<file path="config.mk">
export PLATFORM = sky130hd
export DESIGN_NAME = ppg_heart_rate_estimator_core
export DESIGN_NICKNAME = d
export VERILOG_FILES = /design/src/sv/ppghr_pkg.sv /design/src/sv/ppghr_div.sv /design/src/sv/ppghr_datapath.sv /design/src/sv/ppghr_ctrl.sv /design/src/sv/ppg_heart_rate_estimator_core.sv
export VERILOG_INCLUDE_DIRS = /design/src /design/src/sv
export SDC_FILE = /design/constraint.sdc
export NUM_CORES = 1
export LEC_CHECK = 0
export BUFFER_PORTS_ARGS = -buffer_cell sky130_fd_sc_hd__buf_4
export CORE_UTILIZATION = 45
export CTS_BUF_LIST = sky130_fd_sc_hd__clkbuf_4
export DETAILED_ROUTE_END_ITERATION = 8
export PLACE_DENSITY = 0.63
export SLEW_MARGIN = 20
export SYNTH_ARGS = -nofsm -noshare
export SYNTH_HDL_FRONTEND = slang
export SYNTH_SLANG_ARGS = --single-unit
</file>
<file path="constraint.sdc">
create_clock -name clk -period 5 [get_ports clk]
set_input_delay 0.5 -clock clk [delete_from_list [all_inputs] [get_ports clk]]
set_output_delay 0.5 -clock clk [all_outputs]
set_load 0.005 [all_outputs]
</file>
<file path="src/sv/assert_macros.svh">
// Assertion helpers. Each macro expects signals named clk and rst_n in scope.
`ifndef ASSERT_MACROS_SVH
`define ASSERT_MACROS_SVH

// The consequent must hold in the same cycle as the antecedent.
`define PPG_ASSERT_SAME(label, ante, cons, msg) \
    label: assert property (@(posedge clk) disable iff (!rst_n) (ante) |-> (cons)) \
        else $error(msg);

// The consequent must hold in the cycle after the antecedent.
`define PPG_ASSERT_NEXT(label, ante, cons, msg) \
    label: assert property (@(posedge clk) disable iff (!rst_n) (ante) |=> (cons)) \
        else $error(msg);

`endif

</file>
<file path="src/sv/ppghr_pkg.sv">
package ppghr_pkg;

    localparam int RATE_HISTORY_DEF = 7;

    localparam int WIN_LEN    = 7;
    localparam int WIN_CENTER = 3;
    localparam int WIN_FILL_W = $clog2(WIN_LEN + 1);

    localparam int SAMPLE_W = 16;
    localparam int TIME_W   = 32;
    localparam int CFG_W    = 16;
    localparam int RATE_W   = 8;

    localparam int DIV_DVD_W  = 16;
    localparam int DIV_DVS_W  = 32;
    localparam int DIV_CNT_W  = $clog2(DIV_DVD_W);

    localparam logic [CFG_W-1:0]     MIN_INTERVAL_RST = 16'd425;
    localparam logic [DIV_DVD_W-1:0] MS_PER_MINUTE    = 16'd60000;
    localparam logic [RATE_W-1:0]    RATE_MAX         = 8'hFF;

    // Commands from the controller to the datapath.
    typedef struct packed {
        logic push;
        logic rate_start;
        logic store;
        logic sum_clear;
        logic sum_step;
        logic held_load;
        logic out_load;
    } cmd_t;

    // Status from the datapath back to the controller.
    typedef struct packed {
        logic peak_ok;
        logic div_busy;
        logic mean_req;
        logic sum_last;
    } status_t;

endpackage

</file>
<file path="src/sv/ppghr_div.sv">
module ppghr_div
(
    input  logic                               clk,
    input  logic                               rst_n,
    input  logic                               start,
    input  logic [ppghr_pkg::DIV_DVD_W-1:0]    dividend,
    input  logic [ppghr_pkg::DIV_DVS_W-1:0]    divisor,
    output logic                               busy,
    output logic [ppghr_pkg::DIV_DVD_W-1:0]    quotient
);

    logic                               busy_reg;
    logic [ppghr_pkg::DIV_CNT_W-1:0]    cnt_reg;
    logic [ppghr_pkg::DIV_DVS_W-1:0]    rem_reg;
    logic [ppghr_pkg::DIV_DVS_W-1:0]    rem_next;
    logic [ppghr_pkg::DIV_DVS_W-1:0]    dvs_reg;
    logic [ppghr_pkg::DIV_DVD_W-1:0]    quo_reg;
    logic [ppghr_pkg::DIV_DVS_W:0]      trial;
    logic [ppghr_pkg::DIV_DVS_W:0]      diff;
    logic                               fits;

    // One restoring step per cycle, most significant quotient bit first.
    // The remainder always stays below the divisor, so it fits in 32 bits.
    always_comb
    begin
        trial    = {rem_reg, quo_reg[ppghr_pkg::DIV_DVD_W-1]};
        diff     = trial - {1'b0, dvs_reg};
        fits     = (trial >= {1'b0, dvs_reg});
        rem_next = fits ? diff[ppghr_pkg::DIV_DVS_W-1:0] : trial[ppghr_pkg::DIV_DVS_W-1:0];
    end

    always_ff @(posedge clk or negedge rst_n)
    begin
        if (!rst_n)
        begin
            busy_reg <= 1'b0;
            cnt_reg  <= '0;
            rem_reg  <= '0;
            dvs_reg  <= '0;
            quo_reg  <= '0;
        end
        else if (start)
        begin
            busy_reg <= 1'b1;
            cnt_reg  <= '0;
            rem_reg  <= '0;
            dvs_reg  <= divisor;
            quo_reg  <= dividend;
        end
        else if (busy_reg)
        begin
            rem_reg <= rem_next;
            quo_reg <= {quo_reg[ppghr_pkg::DIV_DVD_W-2:0], fits};
            cnt_reg <= cnt_reg + 1'b1;
            if (cnt_reg == ppghr_pkg::DIV_CNT_W'(ppghr_pkg::DIV_DVD_W - 1))
            begin
                busy_reg <= 1'b0;
            end
        end
    end

    assign busy     = busy_reg;
    assign quotient = quo_reg;

endmodule

</file>
<file path="src/sv/ppghr_datapath.sv">
module ppghr_datapath
#(
    parameter int RATE_HISTORY = ppghr_pkg::RATE_HISTORY_DEF
)
(
    input  logic                              clk,
    input  logic                              rst_n,
    input  logic                              cfg_write_en,
    input  logic [ppghr_pkg::CFG_W-1:0]       cfg_write_data,
    input  logic [ppghr_pkg::SAMPLE_W-1:0]    sample,
    input  logic [ppghr_pkg::TIME_W-1:0]      timestamp_ms,
    input  ppghr_pkg::cmd_t                   cmd,
    output ppghr_pkg::status_t                status,
    output logic [ppghr_pkg::RATE_W-1:0]      heart_rate_bpm
);

    localparam int CNT_W = $clog2(RATE_HISTORY + 1);
    localparam int IDX_W = $clog2(RATE_HISTORY);
    localparam int SUM_W = $clog2(RATE_HISTORY * 255 + 1);

    // The mean is a multiply by a rounded-up reciprocal of the history length.
    // With this shift it is exact for every sum that fits in SUM_W bits.
    localparam int MEAN_SHIFT = SUM_W + $clog2(RATE_HISTORY);
    localparam int RECIP_W    = SUM_W + 2;
    localparam logic [RECIP_W-1:0] MEAN_RECIP =
        RECIP_W'(((1 << MEAN_SHIFT) + RATE_HISTORY - 1) / RATE_HISTORY);

    logic [ppghr_pkg::CFG_W-1:0]       min_int_reg;
    logic [ppghr_pkg::SAMPLE_W-1:0]    samp_win_reg [ppghr_pkg::WIN_LEN];
    logic [ppghr_pkg::TIME_W-1:0]      time_win_reg [ppghr_pkg::WIN_LEN];
    logic [ppghr_pkg::WIN_FILL_W-1:0]  fill_reg;
    logic [ppghr_pkg::TIME_W-1:0]      last_peak_reg;
    logic [ppghr_pkg::RATE_W-1:0]      hist_reg [RATE_HISTORY];
    logic [CNT_W-1:0]                  count_reg;
    logic [ppghr_pkg::RATE_W-1:0]      held_reg;
    logic [SUM_W-1:0]                  sum_reg;
    logic [IDX_W-1:0]                  idx_reg;
    logic [ppghr_pkg::RATE_W-1:0]      out_data_reg;

    logic [ppghr_pkg::SAMPLE_W-1:0]    center;
    logic                              is_peak;
    logic [ppghr_pkg::TIME_W-1:0]      interval;
    logic [ppghr_pkg::RATE_W-1:0]      rate8;
    logic                              div_start;
    logic [ppghr_pkg::DIV_DVD_W-1:0]   div_dividend;
    logic [ppghr_pkg::DIV_DVS_W-1:0]   div_divisor;
    logic                              div_busy;
    logic [ppghr_pkg::DIV_DVD_W-1:0]   div_quo;
    logic [SUM_W+RECIP_W-1:0]          mean_prod;
    logic [ppghr_pkg::RATE_W-1:0]      mean_rate;

    // Peak test; window entries not yet filled still hold their reset zero.
    always_comb
    begin
        center  = samp_win_reg[ppghr_pkg::WIN_CENTER];
        is_peak = (center >  samp_win_reg[0]) && (center >= samp_win_reg[1]) &&
                  (center >= samp_win_reg[2]) && (center >= samp_win_reg[4]) &&
                  (center >= samp_win_reg[5]) && (center >  samp_win_reg[6]);
        interval = time_win_reg[ppghr_pkg::WIN_CENTER] - last_peak_reg;
    end

    assign rate8 = (|div_quo[ppghr_pkg::DIV_DVD_W-1:ppghr_pkg::RATE_W]) ?
                   ppghr_pkg::RATE_MAX : div_quo[ppghr_pkg::RATE_W-1:0];

    assign div_start    = cmd.rate_start;
    assign div_dividend = ppghr_pkg::MS_PER_MINUTE;
    assign div_divisor  = interval;

    ppghr_div u_div
    (
        .clk      (clk),
        .rst_n    (rst_n),
        .start    (div_start),
        .dividend (div_dividend),
        .divisor  (div_divisor),
        .busy     (div_busy),
        .quotient (div_quo)
    );

    assign mean_prod = {{RECIP_W{1'b0}}, sum_reg} * {{SUM_W{1'b0}}, MEAN_RECIP};
    assign mean_rate = mean_prod[MEAN_SHIFT +: ppghr_pkg::RATE_W];

    always_comb
    begin
        status.peak_ok  = is_peak && (interval > {16'd0, min_int_reg});
        status.div_busy = div_busy;
        status.mean_req = (count_reg == CNT_W'(RATE_HISTORY - 1)) && (rate8 != '0);
        status.sum_last = (idx_reg == IDX_W'(RATE_HISTORY - 1));
    end

    always_ff @(posedge clk or negedge rst_n)
    begin
        if (!rst_n)
        begin
            min_int_reg <= ppghr_pkg::MIN_INTERVAL_RST;
        end
        else if (cfg_write_en)
        begin
            min_int_reg <= cfg_write_data;
        end
    end

    // The window fills from the front, then shifts toward index zero.
    always_ff @(posedge clk or negedge rst_n)
    begin
        if (!rst_n)
        begin
            for (int i = 0; i < ppghr_pkg::WIN_LEN; i++)
            begin
                samp_win_reg[i] <= '0;
                time_win_reg[i] <= '0;
            end
            fill_reg <= '0;
        end
        else if (cmd.push)
        begin
            if (fill_reg == ppghr_pkg::WIN_FILL_W'(ppghr_pkg::WIN_LEN))
            begin
                for (int i = 0; i < ppghr_pkg::WIN_LEN - 1; i++)
                begin
                    samp_win_reg[i] <= samp_win_reg[i + 1];
                    time_win_reg[i] <= time_win_reg[i + 1];
                end
                samp_win_reg[ppghr_pkg::WIN_LEN - 1] <= sample;
                time_win_reg[ppghr_pkg::WIN_LEN - 1] <= timestamp_ms;
            end
            else
            begin
                for (int i = 0; i < ppghr_pkg::WIN_LEN; i++)
                begin
                    if (fill_reg == ppghr_pkg::WIN_FILL_W'(i))
                    begin
                        samp_win_reg[i] <= sample;
                        time_win_reg[i] <= timestamp_ms;
                    end
                end
                fill_reg <= fill_reg + 1'b1;
            end
        end
    end

    // A full history drops its oldest rate as each item arrives.
    always_ff @(posedge clk or negedge rst_n)
    begin
        if (!rst_n)
        begin
            for (int i = 0; i < RATE_HISTORY; i++)
            begin
                hist_reg[i] <= '0;
            end
            count_reg     <= '0;
            last_peak_reg <= '0;
        end
        else if (cmd.push)
        begin
            if (count_reg == CNT_W'(RATE_HISTORY))
            begin
                for (int i = 0; i < RATE_HISTORY - 1; i++)
                begin
                    hist_reg[i] <= hist_reg[i + 1];
                end
                hist_reg[RATE_HISTORY - 1] <= '0;
                count_reg <= CNT_W'(RATE_HISTORY - 1);
            end
        end
        else if (cmd.store)
        begin
            hist_reg[count_reg[IDX_W-1:0]] <= rate8;
            count_reg     <= count_reg + 1'b1;
            last_peak_reg <= time_win_reg[ppghr_pkg::WIN_CENTER];
        end
    end

    always_ff @(posedge clk or negedge rst_n)
    begin
        if (!rst_n)
        begin
            sum_reg <= '0;
            idx_reg <= '0;
        end
        else if (cmd.sum_clear)
        begin
            sum_reg <= '0;
            idx_reg <= '0;
        end
        else if (cmd.sum_step)
        begin
            sum_reg <= sum_reg + SUM_W'(hist_reg[idx_reg]);
            idx_reg <= idx_reg + 1'b1;
        end
    end

    always_ff @(posedge clk or negedge rst_n)
    begin
        if (!rst_n)
        begin
            held_reg <= '0;
        end
        else if (cmd.held_load)
        begin
            held_reg <= mean_rate;
        end
    end

    always_ff @(posedge clk)
    begin
        if (cmd.out_load)
        begin
            out_data_reg <= held_reg;
        end
    end

    assign heart_rate_bpm = out_data_reg;

endmodule

</file>
<file path="src/sv/ppghr_ctrl.sv">
module ppghr_ctrl
(
    input  logic                  clk,
    input  logic                  rst_n,
    input  logic                  in_valid,
    output logic                  in_stall,
    output logic                  out_valid,
    input  logic                  out_stall,
    input  ppghr_pkg::status_t    status,
    output ppghr_pkg::cmd_t       cmd
);

    typedef enum logic [5:0] {
        ST_IDLE     = 6'b000001,
        ST_TEST     = 6'b000010,
        ST_DIV_RATE = 6'b000100,
        ST_SUM      = 6'b001000,
        ST_MEAN     = 6'b010000,
        ST_FINISH   = 6'b100000
    } state_t;

    state_t state_reg;
    state_t state_next;
    logic   out_valid_reg;
    logic   out_valid_next;
    logic   out_free;

    assign out_free = !out_valid_reg || !out_stall;

    always_comb
    begin
        state_next = state_reg;
        cmd        = '0;
        case (state_reg)
            ST_IDLE:
            begin
                if (in_valid)
                begin
                    cmd.push   = 1'b1;
                    state_next = ST_TEST;
                end
            end
            ST_TEST:
            begin
                if (status.peak_ok)
                begin
                    cmd.rate_start = 1'b1;
                    state_next     = ST_DIV_RATE;
                end
                else
                begin
                    state_next = ST_FINISH;
                end
            end
            ST_DIV_RATE:
            begin
                if (!status.div_busy)
                begin
                    cmd.store = 1'b1;
                    if (status.mean_req)
                    begin
                        cmd.sum_clear = 1'b1;
                        state_next    = ST_SUM;
                    end
                    else
                    begin
                        state_next = ST_FINISH;
                    end
                end
            end
            ST_SUM:
            begin
                cmd.sum_step = 1'b1;
                if (status.sum_last)
                begin
                    state_next = ST_MEAN;
                end
            end
            ST_MEAN:
            begin
                cmd.held_load = 1'b1;
                state_next    = ST_FINISH;
            end
            ST_FINISH:
            begin
                if (out_free)
                begin
                    cmd.out_load = 1'b1;
                    state_next   = ST_IDLE;
                end
            end
            default:
            begin
                state_next = ST_IDLE;
            end
        endcase
    end

    always_comb
    begin
        out_valid_next = out_valid_reg;
        if (cmd.out_load)
        begin
            out_valid_next = 1'b1;
        end
        else if (out_valid_reg && !out_stall)
        begin
            out_valid_next = 1'b0;
        end
    end

    always_ff @(posedge clk or negedge rst_n)
    begin
        if (!rst_n)
        begin
            state_reg     <= ST_IDLE;
            out_valid_reg <= 1'b0;
        end
        else
        begin
            state_reg     <= state_next;
            out_valid_reg <= out_valid_next;
        end
    end

    assign in_stall  = (state_reg != ST_IDLE);
    assign out_valid = out_valid_reg;

endmodule

</file>
<file path="src/sv/ppg_heart_rate_estimator_core.sv">
// PPG heart-rate estimator.
// Input channel: in_valid / in_stall with sample and timestamp_ms; an item is
// taken at a clock edge where in_valid is high and in_stall is low.
// Output channel: out_valid / out_stall with heart_rate_bpm; every input item
// yields exactly one output item carrying the held averaged rate.
// Configuration: cfg_write_en / cfg_write_data set the minimum peak spacing
// in milliseconds; write it only while the block is idle.
// Sequence: an accepted item is tested for a peak; a recorded peak then runs the
// divider for its rate and stores it; when that peak also completes a full
// history with a nonzero rate, the history is summed and its mean is held.
// The rate comes from a 16-step restoring divider and the sum takes one entry
// per cycle; the mean is a combinational reciprocal multiply into the held rate.
// One item is in work at a time; the next one is taken the cycle after the
// result is registered.
// A finished result waits in the output register while out_stall is high; a next
// item is still taken, but its own result holds in_stall high until the register frees.
// Reset clears the windows, the rate history and the held rate to zero and
// sets the minimum peak spacing to 425 ms.
`include "assert_macros.svh"

module ppg_heart_rate_estimator_core
#(
    parameter int RATE_HISTORY = ppghr_pkg::RATE_HISTORY_DEF
)
(
    input  logic                              clk,
    input  logic                              rst_n,
    input  logic                              cfg_write_en,
    input  logic [ppghr_pkg::CFG_W-1:0]       cfg_write_data,
    input  logic                              in_valid,
    output logic                              in_stall,
    input  logic [ppghr_pkg::SAMPLE_W-1:0]    sample,
    input  logic [ppghr_pkg::TIME_W-1:0]      timestamp_ms,
    output logic                              out_valid,
    input  logic                              out_stall,
    output logic [ppghr_pkg::RATE_W-1:0]      heart_rate_bpm
);

    ppghr_pkg::cmd_t    cmd;
    ppghr_pkg::status_t status;

    ppghr_ctrl u_ctrl
    (
        .clk       (clk),
        .rst_n     (rst_n),
        .in_valid  (in_valid),
        .in_stall  (in_stall),
        .out_valid (out_valid),
        .out_stall (out_stall),
        .status    (status),
        .cmd       (cmd)
    );

    ppghr_datapath #(
        .RATE_HISTORY (RATE_HISTORY)
    ) u_datapath (
        .clk            (clk),
        .rst_n          (rst_n),
        .cfg_write_en   (cfg_write_en),
        .cfg_write_data (cfg_write_data),
        .sample         (sample),
        .timestamp_ms   (timestamp_ms),
        .cmd            (cmd),
        .status         (status),
        .heart_rate_bpm (heart_rate_bpm)
    );

    // An accepted item keeps the input side closed while it is worked on.
    `PPG_ASSERT_NEXT(a_accept_then_busy, in_valid && !in_stall, in_stall, "accept not followed by stall")
    // The divider is never running while the block waits for a new item.
    `PPG_ASSERT_SAME(a_idle_div_quiet, !in_stall, !status.div_busy, "divider busy while idle")
    // A new result only appears at the end of an item's work.
    `PPG_ASSERT_SAME(a_result_after_work, $rose(out_valid), $past(in_stall), "result without work")
    // A push never coincides with an output load or a history store.
    `PPG_ASSERT_SAME(a_single_cmd, cmd.push, !cmd.out_load && !cmd.store, "conflicting commands")

endmodule
</file>
# == After elaboration in Yosys (flattened, before gate mapping) ==
# Index checks and enable logic that the tools add are counted.
# word_totals
ff_bits,504
inputBits,69
output_inout_bits,10
wordCells,179
# classes
addsub,7
multipliers,1
order_cmp,11
n_eq_ne,23
muxes,62
bitwise,4
reduce_logical,37
# ops
operator,count
2-to-1 mux 32 bit,9
2-to-1 mux 192 bit,1
2-to-1 mux 56 bit,3
2-to-1 mux 16 bit,9
2-to-1 mux 112 bit,1
>= comparator 16 bit,4
subtractor 32 bit,2
bitwise mux 56 bit,1
2-to-1 mux 6 bit,6
case mux 6 bit (6 select lines),1
>= comparator 33 x 32 -> 1 bit,1
greater-than comparator 16 bit,2
greater-than comparator 32 x 16 -> 1 bit,1
2-to-1 mux 8 bit,4
binary-select mux 8 bit (select 3 bit),1
demux 8 bit (select 3 bit),1
multiplier 11 x 12 -> 22 bit (second input constant),1
2-to-1 mux 11 bit,2
nonzero test 2 bit,11
== test 3 bit (second input constant),7
AND reduction 2 bit,10
2-to-1 mux 3 bit,5
2-to-1 mux 1 bit,14
adder 11 x 8 -> 11 bit,1
27 further kinds,47

# == Longest topological paths before layout ==
# depth
depth_word,10
depth_mapped,24
ltp_nobuf,22

# == Hierarchy ==
# A second synthesis with hierarchy kept.
# hier_totals
cells_unflattened,3090
area_unflattened_um2,28404.7
# modules_own_cells
module,instances,cells_per_inst,area_each_um2,seq_area_each_um2
ppghr_datapath,1,2386,22410.2,9555.4
ppghr_div,1,654,5556.6,2127.0
ppghr_ctrl,1,50,437.9,176.4

# == Least setup slack after synthesis ==
# Ideal clock, no wire load.
# synth_path
path_kind,register to register
from,register u_datapath.sum_reg[8]
to,register u_datapath.held_reg[6] in the netlist's numbering
setup_ns,0.125
arrival_ns,4.539
t_required_ns,4.875
path_slack_ns,0.336
path_stages_with_launch,18
path_buffers,0
synth_period_minus_slack_ns,4.664
path_cell_list,dfrtp_1 > ha_1 > ha_1 > inv_1 > fa_1 > inv_1 > ha_1 > fa_1 > ha_1 > a21o_1 > a21o_1 > a21o_1 > a221oi_1 > o211ai_1 > a31oi_1 > o21bai_1 > xor2_1 > mux2_2
# synth_via
elab_chain_len,1
# synth_rtl
item,line_no,rtl
start: declaration,ppghr_datapath.sv:36,logic [SUM_W-1:0] sum_reg;
start signal: assignment,ppghr_datapath.sv:188,sum_reg <= sum_reg + SUM_W'(hist_reg[idx_reg]);
multiplier 11 x 12 -> 22 bit,ppghr_datapath.sv:80,"assign mean_prod = {{RECIP_W{1'b0}}, sum_reg} * {{SUM_W{1'b0}}, MEAN_RECIP};"
end signal: assignment,ppghr_datapath.sv:201,held_reg <= mean_rate;
end: declaration,ppghr_datapath.sv:35,logic [ppghr_pkg::RATE_W-1:0] held_reg;
# No other way between the ends.
# A chain may end at the register's enable or synchronous reset.

# == Worst setup path in the final report ==
# layout_path
from,register u_datapath.last_peak_reg[0] in the netlist's numbering
to,register u_datapath.u_div.dvs_reg[3] in the netlist's numbering
# layout_via
elab_chain_len,5
# layout_rtl
item,line_no,rtl
start: declaration,ppghr_datapath.sv:32,logic [ppghr_pkg::TIME_W-1:0] last_peak_reg;
start signal: assignment,ppghr_datapath.sv:170,last_peak_reg <= time_win_reg[ppghr_pkg::WIN_CENTER];
subtractor 32 bit,ppghr_datapath.sv:59,interval = time_win_reg[ppghr_pkg::WIN_CENTER] - last_peak_reg;
via u_datapath.div_divisor (one bit),ppghr_datapath.sv:46,logic [ppghr_pkg::DIV_DVS_W-1:0] div_divisor;
greater-than comparator 32 x 16 -> 1 bit,ppghr_datapath.sv:85,"status.peak_ok = is_peak && (interval > {16'd0, min_int_reg});"
logical AND 1 bit,ppghr_datapath.sv:85,
2-to-1 mux 1 bit,ppghr_ctrl.sv:45,if (status.peak_ok)
2-to-1 mux 1 bit,ppghr_ctrl.sv:34,case (state_reg)
end signal: assignment,ppghr_div.sv:47,dvs_reg <= divisor;
end: declaration,ppghr_div.sv:16,logic [ppghr_pkg::DIV_DVS_W-1:0] dvs_reg;
# The timed path passes the listed nets, and every way through them passes these cells.

==> results.txt <==
The final layout contains routed wiring with a total length of ~70000 um. The clock-pin slew on the worst setup and hold paths is around 0.060 ns. The vias per cell is ~5.5. The path type of the worst setup path is flop to flop. The wire-length estimate of the detail-placed layout is around 47000 um. Together, buffers and inverters on the worst path number 1. For this run, the leading register cell type out of synthesis is dfrtp_1. The kind of capture point of the worst setup path is a flop. VDD sags by at most approximately 0.00032 V.

The critical path arrival is about 5.7 ns. The number of rows created at floorplan came out at 91. Net switching is between 30% and 40% of the power. For this run, design rule violations remaining after detail routing come to 0.

The stage delay of the slowest cell on the critical path came out at 0.38 ns. The number of slew-limit violations in the final report is 0. The headroom to the max-slew limit came out at 26.2%. The largest total area in the synthesized netlist belongs to dfrtp_1.

The setup slack after placement is approximately 0.012 ns. Setup repair after global routing could not meet its margin everywhere. The total number of vias came out at approximately 23000. TritonCTS built the clock tree. The clock insertion delay at the later pin of the skew report is a little over 1 ns. The number of CTS-inserted buffers came out at approximately 140.

Setup violations remaining at the end of the flow were counted as 0. The highest fanout seen on the critical path is 8. The number of H-tree branching levels is 4. The final critical-path setup slack came out at around 0.17 ns. The number of detailed-route iterations in the first pass came out at 5.

The net count of the mapped netlist is 3368. On the critical path the largest part of the delay comes from compound AO/OA/AOI/OAI gates. Clock tree synthesis selected as its root buffer the cell clkbuf_4.

The final core area utilization came out at 53.2%. The die outline width is ~250 um. The flow ran to the end, and the final reports show no timing, DRC or antenna violations. Ranked by total cell area, the synthesized netlist is headed by dfrtp_1 41%, ha_1 11%, a21oi_1 6.5%.

The routed wirelength normalized by instance count came out at about 17 um. The critical path goes through ha_2, fa_2, nand2b_4, a21oi_4, nor2b_4, xnor2_2, ha_1, and3_4, a221o_1, a221oi_2, o21ai_1, o22a_1, a211o_1, nor4_2, and4b_2, a31oi_4, buf_12, mux2_4. The internal power of the cells totals about 9.3 mW. Routability-driven placement finished with a final weighted congestion of 0.901.

The first-pass GRT wire length is roughly 110000 um. The register bit total from synthesis is about 470. The worst hold path belongs to the class input pin to asynchronous set/reset pin. The peak clock frequency supported by timing came out at roughly 0.21 GHz. The number of hold violations in the final report is 0. The initial DRC count is around 1400. The post-detailed-placement cell area is roughly 30000 um^2. The floorplan step defined a die boundary enclosing between 60000 and 70000 um^2.

The launching element type of the critical path is a flop. The count of flip-flops with a built-in enable after synthesis came out at 8. The global routing usage summed across all routing layers came out at approximately 22%. The area fraction of the dominant cell type after synthesis is 40.6%. The initial antenna violation count came out at 2. The die height came out at about 250 um. The cell leakage power came out at between 15 and 20 nW.

The net count of the finished layout is about 3600. The initial cell density of the core came out at 45.7%. The slew at the pin closest to its max-slew limit came out at 1.11 ns. The number of nets with antenna violations after detailed routing is 0. In this run the power density over the cells is roughly 470 nW/um^2.

Between clock sinks in the finished design, the worst skew comes to slightly below 0.08 ns. The fraction of synthesis flops using an asynchronous set or reset pin is about 98%. The area growth from synthesis to layout came out at 16.5%. The number of flip-flops under the largest register name is roughly 130. The distinct cell type count of the synthesized netlist came out at between 70 and 80. Summing all non-filler instances in the final layout gives an area of 32900 um^2.

The share of synthesized area occupied by flip-flops and latches is a little over two fifths. The average instance area after synthesis came out at about 9.3 um^2. The cell area after synthesis came out at ~28000 um^2. The maximum buffer depth of the clock tree is 3. The max-cap violation count is 0. The leftover overflow at the end of global routing is 0. The Yosys step of the flow raised 0 warnings. The net switching power came out at around 6.2 mW.

The number of global-route vias before repair was between 20000 and 25000. Sequential cells account for a little over a third of the total power. The proportion of power drawn by the clock network came out at a little under a quarter. The master of the slowest instance on the critical path is dfrtp_1. The clock sink total came out at about 470. Counting I/O delays and the setup requirement, the final critical path takes around 4.8 ns. The part of the power in combinational logic is 40.6%. The largest net degree at the start of global routing came out at 145. The quantity of I/O buffers inserted on ports is between 70 and 80.

The worst path uses 96.7% of the clock period. The layout cell share with drive strength beyond 1 came out at about 16%. The total power consumption of the routed design is approximately 15 mW. The total of fill cells in the finished design is 5564. Pin placement for this block handled 79 I/O pins.

The cell count after synthesis came out at 3024. STA puts the critical path data required time at 5.81 ns. The floorplan step defined a core boundary enclosing just over 60000 um^2.
## metrics by stage
| stage | TNS [ns] | cells | hold slack [ns] |
|---|---|---|---|
| floorplan | 0 | 3024 | 0.204 |
| global placement | 0 | 3830 | 0.433 |
| detailed placement | 0 | 3830 | 0.434 |
| CTS | 0 | 4158 | 0.0838 |
| global route | -0.331 | 4181 | 0.157 |
| finish | 0 | 4183 | 0.140 |
## placed cells by master (no fill, tap or decap), types with 9 or more instances in the layout
cell type,instances
and3_1,10
nand4_1,25
clkinv_1,20
o21a_1,9
nand2_1,311
a31oi_1,15
o41ai_1,10
a211oi_2,29
a211oi_1,90
mux2_4,22
nand2b_1,18
mux2_2,52
a22oi_1,26
a21oi_1,360
ha_1,249
dlygate4sd3_1,98
clkbuf_4,189
a211o_1,11
nor3_1,28
nor2b_1,72
o211ai_1,13
a21o_1,56
o21ai_0,265
nor2_1,167
buf_4,122
mux2i_1,30
nor4_1,13
xor2_1,28
nand3_1,27
dfrtp_1,456
inv_1,244
and2_1,9
xnor2_1,36
o21ai_1,16
fa_1,17
o21bai_1,13
## synth_stat cells (all sizes together), types with 4 or more instances
master,number
a22oi,26
and2,10
nor2,169
o41ai,10
or3,7
dfstp,6
edfxtp,8
nand2,312
o21a,9
mux2,74
a211o,11
o22ai,5
fa,18
a21o,56
inv,246
nand2b,20
o31ai,5
mux4,8
xor2,31
nor2b,73
a21boi,5
o21bai,13
and3,11
o211ai,13
clkbuf,127
xnor2,37
nor3,31
a2111oi,4
a211oi,119
a31oi,18
ha,257
o21ai,287
nand3,28
nor4,14
dfrtp,458
a21oi,369
nand3b,6
mux2i,30
nor3b,5
nand4,25
a221oi,4
buf,18
## cell families (layout without fill, tap and decap cells)
logic type	after synthesis	in the layout	synth area share [%]
and+or+nand+nor	723	723	11.7
other	0	4	0
AOI/OAI and AO/OA	983	983	21.2
DFF	472	472	42.0
adders and majority gates	275	275	12.7
muxes	112	112	4.95
buffers and inverters	391	709	5.40
xor gates and xnor gates	68	68	2.11
## worst register-to-register path, stage by stage (launching register included)
cell and delay, ns:
dfrtp_1 0.38, ha_2 0.21, fa_2 0.37, nand2b_4 0.17, a21oi_4 0.24, nor2b_4 0.08
xnor2_2 0.23, ha_1 0.29, and3_4 0.16, a221o_1 0.34, a221oi_2 0.25, o21ai_1 0.09
o22a_1 0.25, a211o_1 0.25, nor4_2 0.28, and4b_2 0.30, a31oi_4 0.26, buf_12 0.26
mux2_4 0.29
## final cells by class
type / instances / area, um^2 / share of cell area [%]
Multi-Input combinational cell: 2161 / 15100 / 46.1
Clock inverter: 41 / 303 / 0.921
Tap cell: 837 / 1050 / 3.19
Antenna cell: 4 / 10.0 / 0.0304
Timing Repair Buffer: 233 / 2160 / 6.58
Inverter: 246 / 923 / 2.81
Clock buffer: 189 / 1420 / 4.32
Sequential cell: 472 / 11900 / 36.1
## final timing paths
path | startpoint | to | slack (ns) | cells past startpoint
setup / recovery | u_datapath.last_peak_reg[0] | u_datapath.u_div.dvs_reg[3] | 0.17 | 18
hold / removal | rst_n | u_datapath.min_int_reg[12] | 0.14 | 2
setup reg to reg | u_datapath.last_peak_reg[0] | u_datapath.u_div.dvs_reg[3] | 0.17 | 18
hold reg to reg | u_datapath.held_reg[7] | u_datapath.heart_rate_bpm[7] | 0.45 | 0
max in group asynchronous | rst_n | u_datapath.hist_reg[26] | 3.48 | 3
min in group clk | timestamp_ms[0] | u_datapath.time_win_reg[0] | 0.29 | 3
## metal layers
metal	up-vias	part of all wire (%)	global-route usage, %
li1	11230	-	-
met3	142	4.2	3.95
met1	11056	47	30.0
met2	473	46	34.8
met5	-	0	0
met4	0	2.8	9.58
## timing repair
item	4_1_cts	5_1_grt
hold endpoints to repair	268	0
gates resized for setup	1	46
setup buffers	0	16
pin swaps	0	23
endpoints found under the setup margin	12	88
cloned	0	5
hold buffers	98	0
## power groups by stage
stage / registers, mW / logic [mW] / clock network, mW
3_3_place_gp: 5.49 / 5.71 / 0
6_report: 5.50 / 6.26 / 3.67
4_1_cts: 5.48 / 5.99 / 3.81
3_5_place_dp: 5.55 / 5.88 / 0
5_1_grt: 5.62 / 7.06 / 4.00
2_1_floorplan: 5.31 / 4.33 / 0
(Power assumes the default switching activity.)
